File: src/fartm_pkg.sv
// Shared codes, datapath operations and controller/datapath interface structs.
`default_nettype none
package fartm_pkg;

    localparam logic [1:0] REQ_ACC  = 2'd0;
    localparam logic [1:0] REQ_FIN  = 2'd1;
    localparam logic [1:0] REQ_READ = 2'd2;
    localparam logic [1:0] REQ_CLR  = 2'd3;

    localparam logic KIND_PIXEL = 1'b0;
    localparam logic KIND_FIN   = 1'b1;

    typedef enum logic [4:0] {
        OP_NOP,
        OP_CLR_ALL,
        OP_ACC_RD,
        OP_ACC_WR,
        OP_FIN_CLR,
        OP_FIN_MARK,
        OP_FIN_RANK,
        OP_RD_SUM,
        OP_RD_LUM,
        OP_RD_K,
        OP_MUL_RR,
        OP_MUL_GG,
        OP_MUL_BB,
        OP_MUL_NN,
        OP_MUL_BSQ,
        OP_MUL_CK,
        OP_MUL_TT,
        OP_Q_INIT,
        OP_Q_STEP,
        OP_Q_STORE,
        OP_PUBLISH
    } dp_op_t;

    typedef struct packed {
        logic   load;
        logic   walk_clr;
        dp_op_t op;
    } dp_cmd_t;

    typedef struct packed {
        logic walk_done;
        logic mul_done;
        logic q_last;
        logic last_ch;
        logic rd_zero;
    } dp_stat_t;

endpackage
`default_nettype wire

File: src/fartm_ctrl.sv
// Controller state machine that sequences walks, memory accesses and read arithmetic.
`default_nettype none
module fartm_ctrl
    import fartm_pkg::*;
(
    input  wire logic       aclk,
    input  wire logic       aresetn,
    input  wire logic       s_valid,
    output logic            s_ready,
    input  wire logic [1:0] s_req_type,
    output logic            m_valid,
    input  wire logic       m_ready,
    output dp_cmd_t         cmd,
    input  wire dp_stat_t   stat
);
    typedef enum logic [3:0] {
        ST_CLR,
        ST_IDLE,
        ST_ACC_RD,
        ST_ACC_WR,
        ST_FIN_CLR,
        ST_FIN_MARK,
        ST_FIN_RANK,
        ST_RD_SUM,
        ST_RD_LUM,
        ST_RD_K,
        ST_MUL_GO,
        ST_MUL_WAIT,
        ST_Q_STEP,
        ST_Q_STORE,
        ST_RESULT
    } state_t;

    state_t state_reg, state_next;
    dp_op_t mul_op_reg, mul_op_next;
    logic   m_valid_reg, m_valid_next;
    logic   accept, publish;

    assign accept  = (state_reg == ST_IDLE) && s_valid;
    assign publish = (state_reg == ST_RESULT) && (!m_valid_reg || m_ready);

    always_comb begin
        state_next   = state_reg;
        mul_op_next  = mul_op_reg;
        cmd.load     = 1'b0;
        cmd.walk_clr = 1'b0;
        cmd.op       = OP_NOP;
        case (state_reg)
            ST_CLR: begin
                cmd.op = OP_CLR_ALL;
                if (stat.walk_done) state_next = ST_IDLE;
            end
            ST_IDLE: begin
                if (accept) begin
                    cmd.load     = 1'b1;
                    cmd.walk_clr = 1'b1;
                    case (s_req_type)
                        REQ_ACC:  state_next = ST_ACC_RD;
                        REQ_FIN:  state_next = ST_FIN_CLR;
                        REQ_READ: state_next = ST_RD_SUM;
                        default:  state_next = ST_CLR;
                    endcase
                end
            end
            ST_ACC_RD: begin
                cmd.op     = OP_ACC_RD;
                state_next = ST_ACC_WR;
            end
            ST_ACC_WR: begin
                cmd.op     = OP_ACC_WR;
                state_next = ST_IDLE;
            end
            ST_FIN_CLR: begin
                cmd.op = OP_FIN_CLR;
                if (stat.walk_done) begin
                    cmd.walk_clr = 1'b1;
                    state_next   = ST_FIN_MARK;
                end
            end
            ST_FIN_MARK: begin
                cmd.op = OP_FIN_MARK;
                if (stat.walk_done) begin
                    cmd.walk_clr = 1'b1;
                    state_next   = ST_FIN_RANK;
                end
            end
            ST_FIN_RANK: begin
                cmd.op = OP_FIN_RANK;
                if (stat.walk_done) state_next = ST_RESULT;
            end
            ST_RD_SUM: begin
                cmd.op     = OP_RD_SUM;
                state_next = ST_RD_LUM;
            end
            ST_RD_LUM: begin
                cmd.op     = OP_RD_LUM;
                state_next = ST_RD_K;
            end
            ST_RD_K: begin
                cmd.op = OP_RD_K;
                if (stat.rd_zero) begin
                    state_next = ST_RESULT;
                end else begin
                    mul_op_next = OP_MUL_RR;
                    state_next  = ST_MUL_GO;
                end
            end
            ST_MUL_GO: begin
                cmd.op     = mul_op_reg;
                state_next = ST_MUL_WAIT;
            end
            ST_MUL_WAIT: begin
                if (stat.mul_done) begin
                    state_next = ST_MUL_GO;
                    case (mul_op_reg)
                        OP_MUL_RR:  mul_op_next = OP_MUL_GG;
                        OP_MUL_GG:  mul_op_next = OP_MUL_BB;
                        OP_MUL_BB:  mul_op_next = OP_MUL_NN;
                        OP_MUL_NN:  mul_op_next = OP_MUL_BSQ;
                        OP_MUL_BSQ: mul_op_next = OP_MUL_CK;
                        OP_MUL_CK:  mul_op_next = OP_MUL_TT;
                        default: begin
                            cmd.op     = OP_Q_INIT;
                            state_next = ST_Q_STEP;
                        end
                    endcase
                end
            end
            ST_Q_STEP: begin
                cmd.op = OP_Q_STEP;
                if (stat.q_last) state_next = ST_Q_STORE;
            end
            ST_Q_STORE: begin
                cmd.op = OP_Q_STORE;
                if (stat.last_ch) begin
                    state_next = ST_RESULT;
                end else begin
                    mul_op_next = OP_MUL_CK;
                    state_next  = ST_MUL_GO;
                end
            end
            ST_RESULT: begin
                if (publish) begin
                    cmd.op     = OP_PUBLISH;
                    state_next = ST_IDLE;
                end
            end
            default: begin
                state_next = ST_CLR;
            end
        endcase
    end

    always_comb begin
        m_valid_next = m_valid_reg;
        if (m_valid_reg && m_ready) m_valid_next = 1'b0;
        if (publish) m_valid_next = 1'b1;
    end

    always_ff @(posedge aclk) begin
        if (!aresetn) begin
            state_reg   <= ST_CLR;
            mul_op_reg  <= OP_MUL_RR;
            m_valid_reg <= 1'b0;
        end else begin
            state_reg   <= state_next;
            mul_op_reg  <= mul_op_next;
            m_valid_reg <= m_valid_next;
        end
    end

    assign s_ready = state_reg == ST_IDLE;
    assign m_valid = m_valid_reg;

endmodule
`default_nettype wire

File: config.mk
export PLATFORM = sky130hd
export DESIGN_NAME = fartm_ctrl
export DESIGN_NICKNAME = d
export VERILOG_FILES = /design/src/fartm_pkg.sv /design/src/fartm_ctrl.sv
export SDC_FILE = /design/constraint.sdc
export NUM_CORES = 1
export LEC_CHECK = 0
export BUFFER_PORTS_ARGS = -buffer_cell sky130_fd_sc_hd__clkbuf_2
export CELL_PAD_IN_SITES_DETAIL_PLACEMENT = 0
export CELL_PAD_IN_SITES_GLOBAL_PLACEMENT = 1
export CORE_MARGIN = 3
export CORE_UTILIZATION = 35
export DETAILED_ROUTE_END_ITERATION = 16
export GPL_TIMING_DRIVEN = 0
export PLACE_DENSITY = 0.75
export SYNTH_ARGS = -nofsm -noshare
export SYNTH_HDL_FRONTEND = slang
export SYNTH_SLANG_ARGS = --single-unit
export TNS_END_PERCENT = 1
File: constraint.sdc
create_clock -name aclk -period 1.5 [get_ports aclk]
set_input_delay 0.3 -clock aclk [delete_from_list [all_inputs] [get_ports aclk]]
set_output_delay 0.3 -clock aclk [all_outputs]
set_load 0.01 [all_outputs]
==> results.sh <==
export IMPL_run_status="finished, violations left"
export IMPL_violations="setup timing"
export IMPL_worstMarginPinSlew_ps=517
export IMPL_dominantRegCellSynth="sky130_fd_sc_hd__dfxtp_1"
export IMPL_dp_cells=169
export IMPL_share_of_flip_flops_with_an_asynchronous_set_or_reset_after_synthesis_pct=0
export IMPL_p_clk_share_pct=14.0
export IMPL_cts_hold_bufs=0
export IMPL_switching_pwr_mw=0.592
export IMPL_tritoncts_num_buffers=3
export IMPL_grt_overflow_total=0
export IMPL_synth_yosys_seq_area_share_pct=19.9
export IMPL_p_leak_nw=0.594
export IMPL_critical_path_endpoint_type="output pin"
export IMPL_grt_setup_unrepaired="true"
export IMPL_ys_ff_latch=10
export IMPL_synth_commonest_cells="10 x sky130_fd_sc_hd__dfxtp_1, 9 x sky130_fd_sc_hd__inv_1"
export IMPL_fillerInstances=248
export IMPL_grt_first_pass_wirelength_mm=4.66
export IMPL_finish_utilization_pct=52.8
export IMPL_dp_hpwl_mm=2.03
export IMPL_synth_edf_count=0
export IMPL_htree_levels=1
export IMPL_time_the_final_worst_path_needs_with_i_o_delays_and_setup_ps=1810
export IMPL_die_h_um=59.6
export IMPL_source_of_the_worst_hold_timing_path="aresetn"
export IMPL_syn_num_nets=134
export IMPL_maximum_number_of_pins_on_one_net_before_global_route_repair=11
export IMPL_critPathMaxFanout=6
export IMPL_switching_share_pct=41.7
export IMPL_worstSetupEndpoint="cmd[0]"
export IMPL_drt_iter0_drc=64
export IMPL_count_of_final_max_slew_check_failures=0
export IMPL_largest_register_ffs=5
export IMPL_synthCells=120
export IMPL_critical_path_reg2reg_startpoint="state_reg[1]"
export IMPL_relative_slew_slack_pct=65.5
export IMPL_top_level_ports=20
export IMPL_met3_length_um=185
export IMPL_area_growth_synth_to_final_pct=37.4
export IMPL_timing_rr_end="state_reg[1]"
export IMPL_via_per_inst=5.74
export IMPL_postRouteWirelength_mm=2.93
export IMPL_setup_worst_path_class="flip-flop to output pin"
export IMPL_clkSlewWorstSetupHoldPaths_ps=70
export IMPL_critPathArrivalTime_ps=1510
export IMPL_cts_max_path_buffers=2
export IMPL_max_cap_viol_count=0
export IMPL_dieArea_sq_um=3550
export IMPL_detailroute_wirelength_met2_mm=1.29
export IMPL_cell_type_contributing_the_most_total_cell_area_after_synthesis="sky130_fd_sc_hd__dfxtp_1"
export IMPL_timing_critical_path_from="state_reg[2]"
export IMPL_antenna_violations_before_repair=0
export IMPL_timing_critical_path_from_type="flip-flop"
export IMPL_ctsRootBufferMaster="sky130_fd_sc_hd__clkbuf_4"
export IMPL_postSynthAreaPerCell_sq_um=8.37
export IMPL_p_total_mw=1.42
export IMPL_synthMostInstantiatedCell="sky130_fd_sc_hd__dfxtp_1"
export IMPL_yosys_cell_types_count=51
export IMPL_internal_power_mw=0.827
export IMPL_die_w_um=59.6
export IMPL_power_density_nw_per_um2=1030
export IMPL_starting_density_pct=38.5
export IMPL_m1WireLength_mm=1.40
export IMPL_timing_fmax_mhz=553
export IMPL_power_frac_comb_pct=63.2
export IMPL_place_gp_congestion=0.829
export IMPL_clock_sinks=10
export IMPL_synth_area_sq_um=1000
export IMPL_report_final_hold_viol_count=0
export IMPL_wire_length_per_cell_after_detailed_routing_um=15.7
export IMPL_report_final_setup_viol=16
export IMPL_maximum_vdd_drop_mv=0.790
export IMPL_worst_setup_skew_after_layout_ps=2.54
export IMPL_first_global_vias=996
export IMPL_final_nets=172
export IMPL_numPortBuffers=19
export IMPL_power_share_sequential_pct=22.8
export IMPL_core_area_sq_um=2610
export IMPL_cts_tree="yes"
export IMPL_placementRows=18
export IMPL_clk_latency_ps=280
export IMPL_grt_use_total_pct=17.6
export IMPL_synth_warn=0
export IMPL_worst_r2r_setup_slack_ps=-120
export IMPL_final_antenna_net_count=0
export IMPL_finalWorstSetupSlack_ps=-308
export IMPL_insertedDiodeCount=0
export IMPL_cp_data_required_time_ps=1200
export IMPL_post_route_drc=0
export IMPL_holdCritPathClass="primary input to flip-flop"
export IMPL_depth_of_the_most_critical_reg_to_reg_path=6
export IMPL_preCtsSetupSlack_ps=-296
export IMPL_final_instance_count_excl_fill=186
export IMPL_post_route_cells_drive_above_1_share_pct=41.7
export IMPL_dr_total_vias=1068
export IMPL_firstDrtPassIters=4
export IMPL_synth_largest_type_area_fraction_pct=19.9
export IMPL_synth_top_cells_by_area="sky130_fd_sc_hd__dfxtp_1 20%, sky130_fd_sc_hd__a21oi_1 4.0%, sky130_fd_sc_hd__o21ai_0 4.0%, sky130_fd_sc_hd__ha_1 3.7%, sky130_fd_sc_hd__inv_1 3.4%"
export IMPL_top_signal_layer_used="met4"
export IMPL_layout_worst_path_cycle_share_pct=121
==> cell families after synthesis <==
logic type,synth area share [%]
AO/OA/AOI/OAI,37.6
AND/OR/NAND/NOR,24.7
buffers and inverters,9.96
flip-flops,19.9
multiplexers,4.11
adder cells (fa/ha/maj),3.74
==> cell usage in the layout, fill, tap and decap left out, types with 3 or more instances in the layout <==
| master | synthesis | routed |
|---|---|---|
| sky130_fd_sc_hd__and2_1 | 3 | 3 |
| sky130_fd_sc_hd__nor2_1 | 8 | 7 |
| sky130_fd_sc_hd__dfxtp_1 | 10 | 7 |
| sky130_fd_sc_hd__a21oi_1 | 8 | 5 |
| sky130_fd_sc_hd__a21oi_2 | 0 | 3 |
| sky130_fd_sc_hd__buf_4 | 1 | 12 |
| sky130_fd_sc_hd__buf_2 | 5 | 5 |
| sky130_fd_sc_hd__buf_6 | 2 | 5 |
| sky130_fd_sc_hd__clkbuf_2 | 0 | 15 |
| sky130_fd_sc_hd__o21ai_1 | 1 | 4 |
| sky130_fd_sc_hd__inv_1 | 9 | 9 |
| sky130_fd_sc_hd__ha_1 | 3 | 3 |
| sky130_fd_sc_hd__clkbuf_4 | 0 | 4 |
| sky130_fd_sc_hd__mux2i_1 | 3 | 3 |
| sky130_fd_sc_hd__o21ai_0 | 8 | 4 |
| sky130_fd_sc_hd__nand2_1 | 8 | 8 |
==> how the worst min path moves through the flow <==
stage / end / slack [ps] / cells after the start
CTS: mul_op_reg[1] / 380 / 3
detailed placement: mul_op_reg[1] / 520 / 2
global placement: mul_op_reg[1] / 520 / 2
finish: mul_op_reg[1] / 380 / 3
floorplan: mul_op_reg[1] / 480 / 2
global route: mul_op_reg[1] / 410 / 3
==> cell type report <==
class                   instances  area, sq um  share of cell area (%)
clock buffers                   3         22.5                    1.63
multi-input cells              90          752                    54.5
repair buffers                 33          200                    14.5
plain buffers                  10          121                    8.79
flip-flops and latches         10          206                    15.0
inverters                      10         40.0                    2.90
well taps                      30         37.5                    2.72
==> what timing repair did <==
| item | 4_1_cts | 5_1_grt |
|---|---|---|
| gates resized for setup | 25 | 13 |
| buffers inserted | 10 | 4 |
| setup endpoints to repair | 13 | 17 |
| pin swaps | 8 | 3 |
==> power by group through the flow <==
stage / clock network, mW / registers (mW) / logic (mW)
floorplan: 0 / 0.313 / 0.530
global placement: 0 / 0.325 / 0.692
detailed placement: 0 / 0.324 / 0.699
CTS: 0.195 / 0.322 / 0.839
global route: 0.209 / 0.327 / 0.962
finish: 0.198 / 0.323 / 0.897
==> through the flow <==
stage                     TNS [ps]  area, sq um  hold slack [ps]
after global routing         -3510         1380              409
final                        -2230         1380              377
after CTS                    -2140         1330              379
after floorplan              -24.9         1020              480
after global placement       -1050         1150              521
after detailed placement     -1080         1150              517
==> metal layers <==
metal	global-route usage, %	vias up
li1	-	532
met4	8.54	0
met5	0	-
met1	25.0	488
met3	1.74	5
met2	26.4	43
==> critical path, stage by stage (launching register included) <==
cell	delay (ps)
sky130_fd_sc_hd__dfxtp_4	360
sky130_fd_sc_hd__buf_8	130
sky130_fd_sc_hd__clkbuf_16	150
sky130_fd_sc_hd__nor3_4	180
sky130_fd_sc_hd__a21oi_2	40
sky130_fd_sc_hd__a22oi_1	160
sky130_fd_sc_hd__nand2_1	70
sky130_fd_sc_hd__buf_2	140
Note: power is estimated with default switching activity, not from simulation.
